**src/ucpd_pkg.sv**
```systemverilog
// shared types and constants for the utf-8 code point decoder
// no dependencies; imported by every module of the block
package ucpd_pkg;

   localparam int CodePointW = 21;
   localparam int ByteW      = 8;
   localparam int RepCountW  = 2;

   localparam logic [CodePointW-1:0] ReplacementChar = 21'h00FFFD;

   localparam int QueueDepth = 4;
   localparam int QueuePtrW  = $clog2(QueueDepth);
   localparam int QueueCntW  = $clog2(QueueDepth + 1);

   // work for the back end: some replacement words, then an optional final word
   typedef struct packed {
      logic [RepCountW-1:0]  rep_count;
      logic                  has_final;
      logic [CodePointW-1:0] final_cp;
      logic                  final_bad;
   } job_type;

   typedef struct packed {
      logic full;
      logic empty;
   } queue_status_type;

endpackage

```
**src/utf8_code_point_decoder_unit.sv**
```systemverilog
// utf-8 decoder: one text byte in per cycle unless full, code points out via a job queue
// an accepted byte's job is queued, then loaded into the back end's output register
// throughput: one byte per cycle while each yields at most one word and pop stays high;
//   a byte flushing held bytes gives one word per held byte, plus its own word if any
// reset (synchronous) closes any open sequence and empties the job queue and back end
module utf8_code_point_decoder_unit
   import ucpd_pkg::*;
(
   input  logic                  clock,
   input  logic                  reset,
   input  logic                  push,
   output logic                  full,
   input  logic [ByteW-1:0]      req_text_byte,
   output logic                  empty,
   input  logic                  pop,
   output logic [CodePointW-1:0] rsp_code_point,
   output logic                  rsp_malformed,
   output logic                  rsp_last_of_run
);

   queue_status_type q_status;
   job_type          front_job, q_job;
   logic             job_push, q_pop;

   assign full = q_status.full;

   ucpd_front u_front (
      .clock      (clock),
      .reset      (reset),
      .byte_valid (push),
      .text_byte  (req_text_byte),
      .q_status   (q_status),
      .job_push   (job_push),
      .job        (front_job)
   );

   ucpd_queue u_queue (
      .clock  (clock),
      .reset  (reset),
      .wr_en  (job_push),
      .wr_job (front_job),
      .rd_en  (q_pop),
      .rd_job (q_job),
      .status (q_status)
   );

   ucpd_back u_back (
      .clock       (clock),
      .reset       (reset),
      .q_job       (q_job),
      .q_status    (q_status),
      .q_pop       (q_pop),
      .empty       (empty),
      .pop         (pop),
      .code_point  (rsp_code_point),
      .malformed   (rsp_malformed),
      .last_of_run (rsp_last_of_run)
   );

endmodule

```
**src/ucpd_front.sv**
```systemverilog
// front end: takes text bytes, tracks the open sequence, emits at most one job per byte
// depends on ucpd_pkg
module ucpd_front
   import ucpd_pkg::*;
(
   input  logic             clock,
   input  logic             reset,
   input  logic             byte_valid,
   input  logic [ByteW-1:0] text_byte,
   input  queue_status_type q_status,
   output logic             job_push,
   output job_type          job
);

   logic [CodePointW-1:0] partial_value_ff, partial_value_in;
   logic [1:0]            bytes_expected_ff, bytes_expected_in;
   logic [1:0]            bytes_held_ff, bytes_held_in;

   logic                  take;
   logic                  is_cont;
   logic [CodePointW-1:0] shifted;
   job_type               job_c;

   assign take     = byte_valid && !q_status.full;
   assign is_cont  = (text_byte[7:6] == 2'b10);
   assign shifted  = {partial_value_ff[CodePointW-7:0], text_byte[5:0]};

   always_comb begin
      partial_value_in  = partial_value_ff;
      bytes_expected_in = bytes_expected_ff;
      bytes_held_in     = bytes_held_ff;
      job_c.rep_count   = '0;
      job_c.has_final   = 1'b0;
      job_c.final_cp    = ReplacementChar;
      job_c.final_bad   = 1'b1;
      if (bytes_expected_ff != 2'd0 && is_cont) begin
         if (bytes_expected_ff == 2'd1) begin
            job_c.has_final   = 1'b1;
            job_c.final_cp    = shifted;
            job_c.final_bad   = 1'b0;
            partial_value_in  = '0;
            bytes_expected_in = 2'd0;
            bytes_held_in     = 2'd0;
         end else begin
            partial_value_in  = shifted;
            bytes_expected_in = bytes_expected_ff - 2'd1;
            bytes_held_in     = bytes_held_ff + 2'd1;
         end
      end else begin
         // flush held bytes of a broken sequence, if any; then the byte decodes fresh
         job_c.rep_count   = (bytes_expected_ff != 2'd0) ? bytes_held_ff : 2'd0;
         partial_value_in  = '0;
         bytes_expected_in = 2'd0;
         bytes_held_in     = 2'd0;
         if (text_byte == '0) begin
            job_c.has_final = 1'b0;
         end else if (!text_byte[7]) begin
            job_c.has_final = 1'b1;
            job_c.final_cp  = {{(CodePointW-ByteW){1'b0}}, text_byte};
            job_c.final_bad = 1'b0;
         end else if (text_byte[7:5] == 3'b110) begin
            partial_value_in  = {{(CodePointW-5){1'b0}}, text_byte[4:0]};
            bytes_expected_in = 2'd1;
            bytes_held_in     = 2'd1;
         end else if (text_byte[7:4] == 4'b1110) begin
            partial_value_in  = {{(CodePointW-4){1'b0}}, text_byte[3:0]};
            bytes_expected_in = 2'd2;
            bytes_held_in     = 2'd1;
         end else if (text_byte[7:3] == 5'b11110) begin
            partial_value_in  = {{(CodePointW-3){1'b0}}, text_byte[2:0]};
            bytes_expected_in = 2'd3;
            bytes_held_in     = 2'd1;
         end else begin
            job_c.has_final = 1'b1;
         end
      end
   end

   assign job      = job_c;
   assign job_push = take && (job_c.has_final || job_c.rep_count != '0);

   always_ff @(posedge clock) begin
      if (reset) begin
         partial_value_ff  <= '0;
         bytes_expected_ff <= 2'd0;
         bytes_held_ff     <= 2'd0;
      end else if (take) begin
         partial_value_ff  <= partial_value_in;
         bytes_expected_ff <= bytes_expected_in;
         bytes_held_ff     <= bytes_held_in;
      end
   end

   // no open sequence means nothing held
   assert property (@(posedge clock) disable iff (reset)
      bytes_expected_ff == 2'd0 |-> bytes_held_ff == 2'd0 && partial_value_ff == '0)
      else $error("held bytes with no open sequence");

endmodule

```
**src/ucpd_queue.sv**
```systemverilog
// short job queue between front and back end, flip-flop storage
// depends on ucpd_pkg
module ucpd_queue
   import ucpd_pkg::*;
(
   input  logic             clock,
   input  logic             reset,
   input  logic             wr_en,
   input  job_type          wr_job,
   input  logic             rd_en,
   output job_type          rd_job,
   output queue_status_type status
);

   job_type                entry_ff [QueueDepth];
   logic [QueuePtrW-1:0]   wr_ptr_ff, rd_ptr_ff;
   logic [QueueCntW-1:0]   count_ff, count_in;

   assign status.full  = (count_ff == QueueCntW'(QueueDepth));
   assign status.empty = (count_ff == '0);
   assign rd_job       = entry_ff[rd_ptr_ff];

   always_comb begin
      count_in = count_ff;
      if (wr_en && !rd_en) begin
         count_in = count_ff + 1'b1;
      end else if (rd_en && !wr_en) begin
         count_in = count_ff - 1'b1;
      end
   end

   always_ff @(posedge clock) begin
      if (wr_en) begin
         entry_ff[wr_ptr_ff] <= wr_job;
      end
   end

   always_ff @(posedge clock) begin
      if (reset) begin
         wr_ptr_ff <= '0;
         rd_ptr_ff <= '0;
         count_ff  <= '0;
      end else begin
         if (wr_en) wr_ptr_ff <= wr_ptr_ff + 1'b1;
         if (rd_en) rd_ptr_ff <= rd_ptr_ff + 1'b1;
         count_ff <= count_in;
      end
   end

   assert property (@(posedge clock) disable iff (reset) !(wr_en && status.full))
      else $error("write into full job queue");

   assert property (@(posedge clock) disable iff (reset) !(rd_en && status.empty))
      else $error("read from empty job queue");

endmodule

```
**src/ucpd_back.sv**
```systemverilog
// back end: expands each job into result words, one word per cycle while popped
// depends on ucpd_pkg
module ucpd_back
   import ucpd_pkg::*;
(
   input  logic                  clock,
   input  logic                  reset,
   input  job_type               q_job,
   input  queue_status_type      q_status,
   output logic                  q_pop,
   output logic                  empty,
   input  logic                  pop,
   output logic [CodePointW-1:0] code_point,
   output logic                  malformed,
   output logic                  last_of_run
);

   logic                  valid_ff;
   logic [RepCountW-1:0]  rep_left_ff;
   logic                  has_final_ff;
   logic [CodePointW-1:0] final_cp_ff;
   logic                  final_bad_ff;

   logic cur_last;
   logic slot_free;

   assign cur_last  = (rep_left_ff == '0) || (rep_left_ff == RepCountW'(1) && !has_final_ff);
   assign slot_free = !valid_ff || (pop && cur_last);
   assign q_pop     = slot_free && !q_status.empty;

   assign empty       = !valid_ff;
   assign code_point  = (rep_left_ff != '0) ? ReplacementChar : final_cp_ff;
   assign malformed   = (rep_left_ff != '0) ? 1'b1 : final_bad_ff;
   assign last_of_run = cur_last;

   always_ff @(posedge clock) begin
      if (q_pop) begin
         has_final_ff <= q_job.has_final;
         final_cp_ff  <= q_job.final_cp;
         final_bad_ff <= q_job.final_bad;
      end
   end

   always_ff @(posedge clock) begin
      if (reset) begin
         valid_ff    <= 1'b0;
         rep_left_ff <= '0;
      end else if (q_pop) begin
         valid_ff    <= 1'b1;
         rep_left_ff <= q_job.rep_count;
      end else if (pop && valid_ff) begin
         if (cur_last) begin
            valid_ff <= 1'b0;
         end else begin
            rep_left_ff <= rep_left_ff - 1'b1;
         end
      end
   end

   // every malformed word shown is the replacement character
   assert property (@(posedge clock) disable iff (reset)
      !empty && malformed |-> code_point == ReplacementChar)
      else $error("malformed word without replacement character");

   // popping a word that is not the last of its job leaves the block non-empty
   assert property (@(posedge clock) disable iff (reset)
      !empty && pop && !cur_last |=> !empty)
      else $error("job dropped before its last word");

endmodule

```
**config.mk**
```make
export PLATFORM = sky130hd
export DESIGN_NAME = utf8_code_point_decoder_unit
export DESIGN_NICKNAME = d
export VERILOG_FILES = /design/src/ucpd_pkg.sv /design/src/utf8_code_point_decoder_unit.sv /design/src/ucpd_front.sv /design/src/ucpd_queue.sv /design/src/ucpd_back.sv
export SDC_FILE = /design/constraint.sdc
export NUM_CORES = 1
export LEC_CHECK = 0
export BUFFER_PORTS_ARGS = -buffer_cell sky130_fd_sc_hd__buf_2
export CAP_MARGIN = 20
export CORE_UTILIZATION = 60
export CTS_CLUSTER_DIAMETER = 80
export CTS_CLUSTER_SIZE = 20
export DETAILED_ROUTE_END_ITERATION = 8
export PLACE_DENSITY = 0.9
export SLEW_MARGIN = 25
export SYNTH_ARGS = -nofsm -noshare
export SYNTH_HDL_FRONTEND = slang
export SYNTH_HIERARCHICAL = 1
export SYNTH_SLANG_ARGS = --single-unit
```
**constraint.sdc**
```tcl
create_clock -name clock -period 4 [get_ports clock]
set_input_delay 0.8 -clock clock [delete_from_list [all_inputs] [get_ports clock]]
set_output_delay 0.8 -clock clock [all_outputs]
set_load 0.1 [all_outputs]
```
Word-level counts from Yosys, hierarchy flattened

Memories as Yosys holds them, arrays and structs flattened. A register that Yosys moved wholly into a read port is not among the register bits.
Cells that the tools add are included.

Reductions and logical operators: 29
Equal/unequal tests: 8
Add/subtract/negate cells: 7
Multiplexer cells: 46

Operators by type and width:

| kind                                                               | count |
|---|---|
| 15-bit two-way mux                                                 | 6 |
| 23-bit two-way mux                                                 | 2 |
| 2-bit two-way mux                                                  | 20 |
| 22-bit two-way mux                                                 | 1 |
| 21-bit two-way mux                                                 | 1 |
| 17-bit two-way mux                                                 | 1 |
| 1-bit two-way mux                                                  | 12 |
| 2-bit nonzero test                                                 | 6 |
| 1-bit logical AND                                                  | 9 |
| 3-bit two-way mux                                                  | 3 |
| 8-bit zero test                                                    | 1 |
| 2-bit by 1-bit adder with 2-bit output, second input constant      | 3 |
| 3-bit == test, second input constant                               | 2 |
| 1-bit zero test                                                    | 6 |
| 5-bit == test, second input constant                               | 1 |
| 2-bit by 1-bit == test with 1-bit output, second input constant    | 2 |
| 4-bit == test, second input constant                               | 1 |
| 2-bit AND reduction                                                | 2 |
| 2-bit by 1-bit subtractor with 2-bit output, second input constant | 2 |
| 3-bit by 1-bit adder with 3-bit output, second input constant      | 1 |
| 3-bit zero test                                                    | 1 |
| 1-bit logical OR                                                   | 3 |
| 3-bit by 1-bit subtractor with 3-bit output, second input constant | 1 |
| 2-bit == test, second input constant                               | 1 |
| other kinds (2)                                                    | 2 |

Flip-flop bits (word level): 52
RAM bits: 100
Logic and storage cells: 102
Memories: 1
Input port bits: 12

Memory list:

| name             | depth | bits a word | read ports | clocked after memory_dff | write ports | line             | text |
|---|---|---|---|---|---|---|---|
| u_queue.entry_ff | 4     | 25          | 1          | 1                        | 1           | ucpd_queue.sv:15 | `job_type entry_ff [QueueDepth];` |

Depth between registers and ports, before layout

Gate-level depths: netlist of the first run.

Depth in word-level cells: 13
Depth in mapped cells: 12
Depth with buffers taken out: 12

By module

The synthesis of the first run kept the hierarchy.

By module, submodules not included:

| module     | area an instance (µm²) | instances | sequential area each (µm²) | cells each |
|---|---|---|---|---|
| ucpd_queue | 4,080.2                | 1         | 3,183.1                    | 175 |
| ucpd_front | 1,136.1                | 1         | 380.4                      | 148 |
| ucpd_back  | 1,078.5                | 1         | 750.7                      | 77 |

Least setup slack after synthesis of the first run

No wires, ideal clock.

Path kind: reg-to-reg
From: register u_queue.count_ff[1]
To: register u_queue.count_ff[2]
Stages on the path, launching flop included: 11
Setup time: 0.070 ns
Setup slack: -0.412 ns
Data arrival time: 4.342 ns
Period minus slack after synthesis: 4.412 ns
Path buffers: 0
Path through: dfxtp_1 > nor3b_1 > nand2b_1 > a2111o_1 > o21ai_0 > ha_1 > inv_1 > fa_1 > xor2_1 > or3_1 > a21oi_1

Cells in the longest elaborated chain, start to end: 7
Elaborated cells on any way between the ends: 16

Ends and longest elaborated chain:

| what                                | line                               | text |
|---|---|---|
| start, declared                     | ucpd_queue.sv:17                   | `logic [QueueCntW-1:0] count_ff, count_in;` |
| start signal, assigned              | ucpd_queue.sv:46                   | `count_ff <= count_in;` |
| 3-bit == test *                     | ucpd_queue.sv:19                   | `assign status.full = (count_ff == QueueCntW'(QueueDepth));` |
| named net full                      | utf8_code_point_decoder_unit.sv:12 | `output logic full,` |
| 1-bit zero test *                   | ucpd_front.sv:24                   | `assign take = byte_valid && !q_status.full;` |
| 1-bit logical AND *                 | ucpd_front.sv:24                   |  |
| 1-bit logical AND *                 | ucpd_front.sv:80                   | `assign job_push = take && (job_c.has_final \|\| job_c.rep_count != '0);` |
| named net job_push                  | utf8_code_point_decoder_unit.sv:23 | `logic job_push, q_pop;` |
| 1-bit zero test                     | ucpd_queue.sv:27                   | `end else if (rd_en && !wr_en) begin` |
| 1-bit logical AND                   | ucpd_queue.sv:27                   |  |
| 2-bit nonzero test (no source line) | n/a                                |  |

The timed path passes the listed nets; every way through them passes the cells marked *. The select of a mux whose other input is x is not followed.
A chain may end at the register's enable or synchronous reset.

Worst setup path in the final report of the first run

From: register u_front.bytes_expected_ff[0]
To: register u_queue.count_ff[2]

Cells in the longest elaborated chain, start to end: 9
Elaborated cells on any way between the ends: 15

Ends and longest elaborated chain:

| what                                                   | line                               | text |
|---|---|---|
| start, declared                                        | ucpd_front.sv:16                   | `logic [1:0] bytes_expected_ff, bytes_expected_in;` |
| start signal, assigned                                 | ucpd_front.sv:89                   | `bytes_expected_ff <= bytes_expected_in;` |
| 2-bit nonzero test                                     | ucpd_front.sv:36, ucpd_front.sv:51 |  |
| 2-bit two-way mux or 1-bit logical AND (tied branches) | ucpd_front.sv:51, ucpd_front.sv:36 |  |
| 2-bit two-way mux                                      | ucpd_front.sv:36                   | `if (bytes_expected_ff != 2'd0 && is_cont) begin` |
| 2-bit nonzero test                                     | ucpd_front.sv:80                   |  |
| 1-bit logical OR *                                     | ucpd_front.sv:80                   |  |
| 1-bit logical AND *                                    | ucpd_front.sv:80                   |  |
| named net job_push                                     | utf8_code_point_decoder_unit.sv:23 |  |
| 1-bit zero test                                        | ucpd_queue.sv:27                   |  |
| 1-bit logical AND                                      | ucpd_queue.sv:27                   |  |
| 2-bit nonzero test (no source line)                    | n/a                                |  |

The timed path passes the listed nets; every way through them passes the cells marked *.

==> results.json, run 1 <==
{
  "cpLargestDelayFamily": "compound AO/OA/AOI/OAI gates",
  "critPathCaptureType": "flop",
  "yosysTopAreaCellShare": 0.587,
  "path_cells": "inv_1 > ha_1 > nor4b_4 > a31o_2 > o21ai_0 > ha_1 > inv_1 > fa_1 > xor2_1 > or3_1 > a21oi_1",
  "ys_warn_count": 6,
  "diodes": 0,
  "drc_errors": 0,
  "final_nets": 468,
  "cts_hold_buf": 0,
  "antenna_found_initial": 0,
  "clockRootBuffer": "clkbuf_8",
  "vias": 3551,
  "max_cap_viol_count": 0,
  "cts_resized": 0,
  "synth.yosys.seq_area_share": 0.685,
  "hold_viol": 0,
  "synth.largest_area_cell": "edfxtp_1",
  "synth_edf_count": 123,
  "postCtsSetupBuffers": 0,
  "timing.slew.headroom": 0.473,
  "hp-class": "reg2reg",
  "track_usage": 0.236,
  "synth.area.top_cells": "edfxtp_1, dfxtp_1, mux4_2",
  "cts_tree": "done",
  "synth_cell_types": 54,
  "drive_gt1_frac": 0.235,
  "num_rows": 37,
  "async_flop_share": 0,
  "worstMarginPinSlew_ps": 784,
  "port_buffers": 36,
  "start_kind": "flop",
  "syn_nets": 422,
  "hpwlAfterDp_um": 6660,
  "rsz0062_at_grt": "false",
  "htree_num_levels": 4,
  "design_area_um2": 7230,
  "die_x_um": 104,
  "core_area_um2": 10200,
  "fmax_mhz": 303,
  "grt_pass1_vias": 3451,
  "cts_buffers": 17,
  "ios": 37,
  "syn2layout_area_growth_pct": 14.9,
  "synth.ff_latch_count": 154,
  "dr.pass1.iters": 5,
  "grt_max_degree": 32,
  "drt_iter0_drc": 345,
  "syn-mean-instance-area_um2": 15.7,
  "start_util": 0.615,
  "cts.sinks": 154,
  "critical_path_class": "reg2reg",
  "synthFlopType": "edfxtp_1",
  "setup_viol": 0,
  "dieArea_um2": 10900,
  "grt_pass1_wl_um": 18700,
  "finish.utilization": 0.707,
  "critPathRequiredTime_ps": 4450,
  "die_h_um": 104,
  "crit_buf_inv": 2,
  "clock_latency_ps": 530,
  "synthCells": 400,
  "cp_slowest_stage_delay_ps": 640,
  "status": "finished clean",
  "vias_per_cell": 5.97,
  "fin_crit_sh": 0.826,
  "critPathMaxFanout": 15,
  "cp.arrival_ps": 3760,
  "clock_path_buffers": 2,
  "syn_area_um2": 6290,
  "slew_viol_final": 0,
  "slowest_stage": "o21ai_0",
  "skew_ps": 10.8,
  "wl_um": 11700,
  "wl_per_cell_um": 19.6,
  "place.gp.congestion": 0.876,
  "fin_tns_setup_ps": 0,
  "drt.antenna.violating_nets": 0,
  "clk_pin_slew_ps": 60,
  "postPlaceCellArea_um2": 6610,
  "overflow": 0,
  "fin_crit_ps": 3300
}
tightest hold or removal path, stage by stage, from the launching register on:
cell and delay, ps:
dfxtp_1 300, nand2_1 50, a21oi_1 50
logic make-up after synthesis:
logic type	share of synthesized area
xor gates and xnor gates	0.00696
muxes	0.0972
DFF	0.685
buffers and inverters	0.0274
AOI/OAI and AO/OA	0.0561
adders and majority gates	0.0211
and+or+nand+nor	0.106
per-stage QoR:
| step | worst slack (ps) | hold WS (ps) | instances |
|---|---|---|---|
| 2_1_floorplan | 585 | 427 | 400 |
| 3_3_place_gp | 567 | 440 | 563 |
| 3_5_place_dp | 409 | 442 | 563 |
| 4_1_cts | 684 | 455 | 595 |
| 5_1_grt | 481 | 488 | 595 |
| 6_report | 696 | 455 | 595 |
cells in the final DEF (no fill, tap or decap), drive strengths merged, types with 2 or more instances in the layout:
master and instances:
o21bai 5, nor4 2, nand2 18, a32o 3
o2111ai 2, bufinv 4, a311oi 3, and2 18
a31o 2, clkinvlp 2, ha 9, mux2i 3
clkinv 3, nand3 14, mux4 25, a21boi 2
xor2 3, nand2b 19, nor3 4, edfxtp 123
o21ai 5, nor2 33, buf 47, a21oi 18
dfxtp 31, nand3b 2, inv 15, xnor2 2
a31oi 3, clkbuf 20, nor2b 3
synth_stat cells (all sizes together) (2+ instances only):
| cell | number |
|---|---|
| edfxtp | 123 |
| nor2 | 33 |
| dfxtp | 31 |
| mux4 | 25 |
| nand2b | 19 |
| a21oi | 18 |
| and2 | 18 |
| nand2 | 18 |
| nand3 | 14 |
| inv | 12 |
| buf | 10 |
| clkbuf | 10 |
| ha | 9 |
| o21ai | 5 |
| o21bai | 5 |
| nor3 | 4 |
| a311oi | 3 |
| a31oi | 3 |
| a32o | 3 |
| mux2i | 3 |
| nor2b | 3 |
| xor2 | 3 |
| a21boi | 2 |
| a31o | 2 |
| nand3b | 2 |
| nor4 | 2 |
| o2111ai | 2 |
| xnor2 | 2 |
registers in the layout, summed over array words and instances, names as in the netlist, named ones only:
name and count:
u_back/has_final_ff 1, u_queue/wr_ptr_ff 2, u_back/rep_left_ff 2, u_front/bytes_expected_ff 2
u_front/bytes_held_ff 2, u_back/valid_ff 1, u_front/partial_value_ff 15, u_queue/entry_ff 100
u_back/final_bad_ff 1, u_queue/count_ff 3, u_back/final_cp_ff 21, u_queue/rd_ptr_ff 2
path summary, 6_finish.rpt:
kind                                              from                                         to  slack, ps  cells after the start
min reg2reg  u_front/partial_value_ff[10]$_SDFFE_PP0P_  u_front/partial_value_ff[10]$_SDFFE_PP0P_        450                      2
min          u_front/partial_value_ff[10]$_SDFFE_PP0P_  u_front/partial_value_ff[10]$_SDFFE_PP0P_        450                      2
max reg2reg  u_front/bytes_expected_ff[0]$_SDFFE_PP0P_           u_queue/count_ff[2]$_SDFFE_PP0P_        700                     11
max          u_front/bytes_expected_ff[0]$_SDFFE_PP0P_           u_queue/count_ff[2]$_SDFFE_PP0P_        700                     11
cell type report:
class / count / area (um^2)
clock buffer: 20 / 435
timing repair buffer: 47 / 263
sequential: 154 / 4310
inverter: 12 / 45.0
multi-input combinational: 214 / 1820
tap: 136 / 170
clock inverter: 12 / 188
fill: 601 / 3000
routing by layer:
layer  up-vias  wire, um  global-route usage
met1      1767      4830               0.320
met2       149      5880               0.359
met3        21       722              0.0677
li1       1614         -                   -
met4         0       224               0.104
met5         -         0                   0
Power of run 1 is left out: the tool's default activity adds up to more than one toggle a clock period on the data nets, which glitch-free logic cannot reach.
==> run 2, diff against run 1 <==
--- a/config.mk
+++ b/config.mk
@@ -7,11 +7,11 @@
 export LEC_CHECK = 0
 export BUFFER_PORTS_ARGS = -buffer_cell sky130_fd_sc_hd__buf_2
 export CAP_MARGIN = 20
-export CORE_UTILIZATION = 60
+export CORE_UTILIZATION = 54
 export CTS_CLUSTER_DIAMETER = 80
 export CTS_CLUSTER_SIZE = 20
 export DETAILED_ROUTE_END_ITERATION = 8
-export PLACE_DENSITY = 0.9
+export PLACE_DENSITY = 0.86
 export SLEW_MARGIN = 25
 export SYNTH_ARGS = -nofsm -noshare
 export SYNTH_HDL_FRONTEND = slang
==> constraint.sdc (replaced) <==
create_clock -name clock -period 2.7 [get_ports clock]
set_input_delay 0.54 -clock clock [delete_from_list [all_inputs] [get_ports clock]]
set_output_delay 0.54 -clock clock [all_outputs]
set_load 0.1 [all_outputs]
==> run 2 against run 1 <==
Effect of this change:
- die area rose by 11%
- clock skew is 1.7 ps lower
- global-route usage down 1.5 points
- worst setup slack lost 590 ps
- utilization down 5.8 points
- sequential cell count is the same
- wire length up 1.2%
- sequential share of layout area decreased by 1.1 points
- via count shrank 1.3%
- critical path depth unchanged
- non-clock buffer count increased by 5
- largest cell class unchanged
==> results.json, run 2 (synthesized netlist as in run 1, its figures left out) <==
{
  "critPathRequiredTime_ps": 3040,
  "clockRootBuffer": "clkbuf_16",
  "syn2layout_area_growth_pct": 17.2,
  "core_area_um2": 11400,
  "grt_max_degree": 32,
  "reg_top3": "u_queue/entry_ff: 100 flops, u_back/final_cp_ff: 21 flops, u_front/partial_value_ff: 15 flops",
  "start_kind": "flop",
  "drive_gt1_frac": 0.259,
  "top_register": "u_queue/entry_ff",
  "cpLargestDelayFamily": "adder cells",
  "clock_latency_ps": 420,
  "critPathCaptureType": "flop",
  "path_cells": "inv_1 > ha_1 > nor4b_4 > a31o_2 > o21ai_4 > ha_4 > inv_2 > fa_2 > xor2_1 > or3_1 > a21oi_1",
  "fin_tns_setup_ps": 0,
  "wl_um": 11800,
  "critPathMaxFanout": 7,
  "slowest_stage": "fa_2",
  "final_common_cell": "edfxtp_1",
  "drt_iter0_drc": 229,
  "final_cell_mix": "edfxtp_1, buf_2, nor2_1, dfxtp_1, clkbuf_16",
  "track_usage": 0.221,
  "clk_pin_slew_ps": 60,
  "cts_hold_buf": 0,
  "grt_pass1_wl_um": 18900,
  "cts_tree": "done",
  "drc_errors": 0,
  "rsz0062_at_grt": "false",
  "wl_per_cell_um": 19.4,
  "hpwlAfterDp_um": 7200,
  "vias": 3505,
  "largest_reg_flops": 100,
  "critical_path_class": "reg2reg",
  "fin_crit_ps": 2590,
  "hp-class": "in2reg",
  "cts.sinks": 154,
  "crit_buf_inv": 2,
  "cts_buffers": 17,
  "postCtsSetupBuffers": 0,
  "grt_pass1_vias": 3542,
  "drt.antenna.violating_nets": 0,
  "port_buffers": 36,
  "skew_ps": 9.11,
  "vias_per_cell": 5.77,
  "fin_crit_sh": 0.960,
  "dr.pass1.iters": 4,
  "overflow": 0,
  "hold_viol": 0,
  "fmax_mhz": 386,
  "dieArea_um2": 12100,
  "num_rows": 39,
  "die_x_um": 110,
  "cp.arrival_ps": 2940,
  "antenna_found_initial": 0,
  "htree_num_levels": 4,
  "ios": 37,
  "cp_slowest_stage_delay_ps": 370,
  "clock_path_buffers": 2,
  "die_h_um": 110,
  "diodes": 0,
  "setup_viol": 0,
  "start_util": 0.554,
  "worstMarginPinSlew_ps": 693,
  "timing.slew.headroom": 0.537,
  "final_nets": 473,
  "slew_viol_final": 0,
  "max_cap_viol_count": 0,
  "place.gp.congestion": 0.886,
  "status": "finished clean"
}
## run 2: changes by cell type in the layout (fill, tap and decap cells not counted), moves of 2 or more
cell        before  now
clkbuf_16       16   22
buf_12           0    4
bufinv_16        4    0
clkinv_2         0    3
inv_4            0    3
inv_6            3    0
clkinv_4         3    1
clkinvlp_4       2    0
o21ai_0          5    3
## run 2: cell type report
cell class              instances  area (um^2)
clock inverters                 7         42.5
fillers                       782         4000
clock buffers                  25          572
inverters                      12         45.0
flip-flops and latches        154         4320
multi-input cells             214         1870
well taps                     143          179
repair buffers                 52          350
## run 2: metrics by stage
step	std cells	instance area [um^2]	utilization	worst slack [ps]	hold slack, ps
detailed placement	575	6760	0.594	-14.5	448
global placement	575	6760	0.594	129	436
floorplan	400	6350	-	-19.3	427
finish	607	7370	0.649	107	438
global route	607	7370	0.649	21.3	428
CTS	607	7370	0.648	5.17	411
## run 2: routing by layer
| layer | vias to the layer above | share of wire | global-route usage |
|---|---|---|---|
| met3 | 12 | 0.065 | 0.0646 |
| met5 | - | 0 | 0 |
| met4 | 0 | 0.012 | 0.0981 |
| li1 | 1620 | - | - |
| met2 | 129 | 0.51 | 0.353 |
| met1 | 1744 | 0.41 | 0.280 |
## run 2: repair_timing
action	in CTS	in global routing
resized for setup	0	2
endpoints found under the hold margin	0	0
setup endpoints to repair	0	1
## run 2: path summary, 6_finish.rpt
path	start	end	slack, ps	depth (start not counted)
max	u_front/bytes_expected_ff[0]$_SDFFE_PP0P_	u_queue/count_ff[2]$_SDFFE_PP0P_	110	11
max reg2reg	u_front/bytes_expected_ff[0]$_SDFFE_PP0P_	u_queue/count_ff[2]$_SDFFE_PP0P_	110	11
min reg2reg	u_front/partial_value_ff[10]$_SDFFE_PP0P_	u_front/partial_value_ff[10]$_SDFFE_PP0P_	460	2
min	req_text_byte[2]	u_front/partial_value_ff[2]$_SDFFE_PP0P_	440	2
Power of run 2 is left out for the same reason.
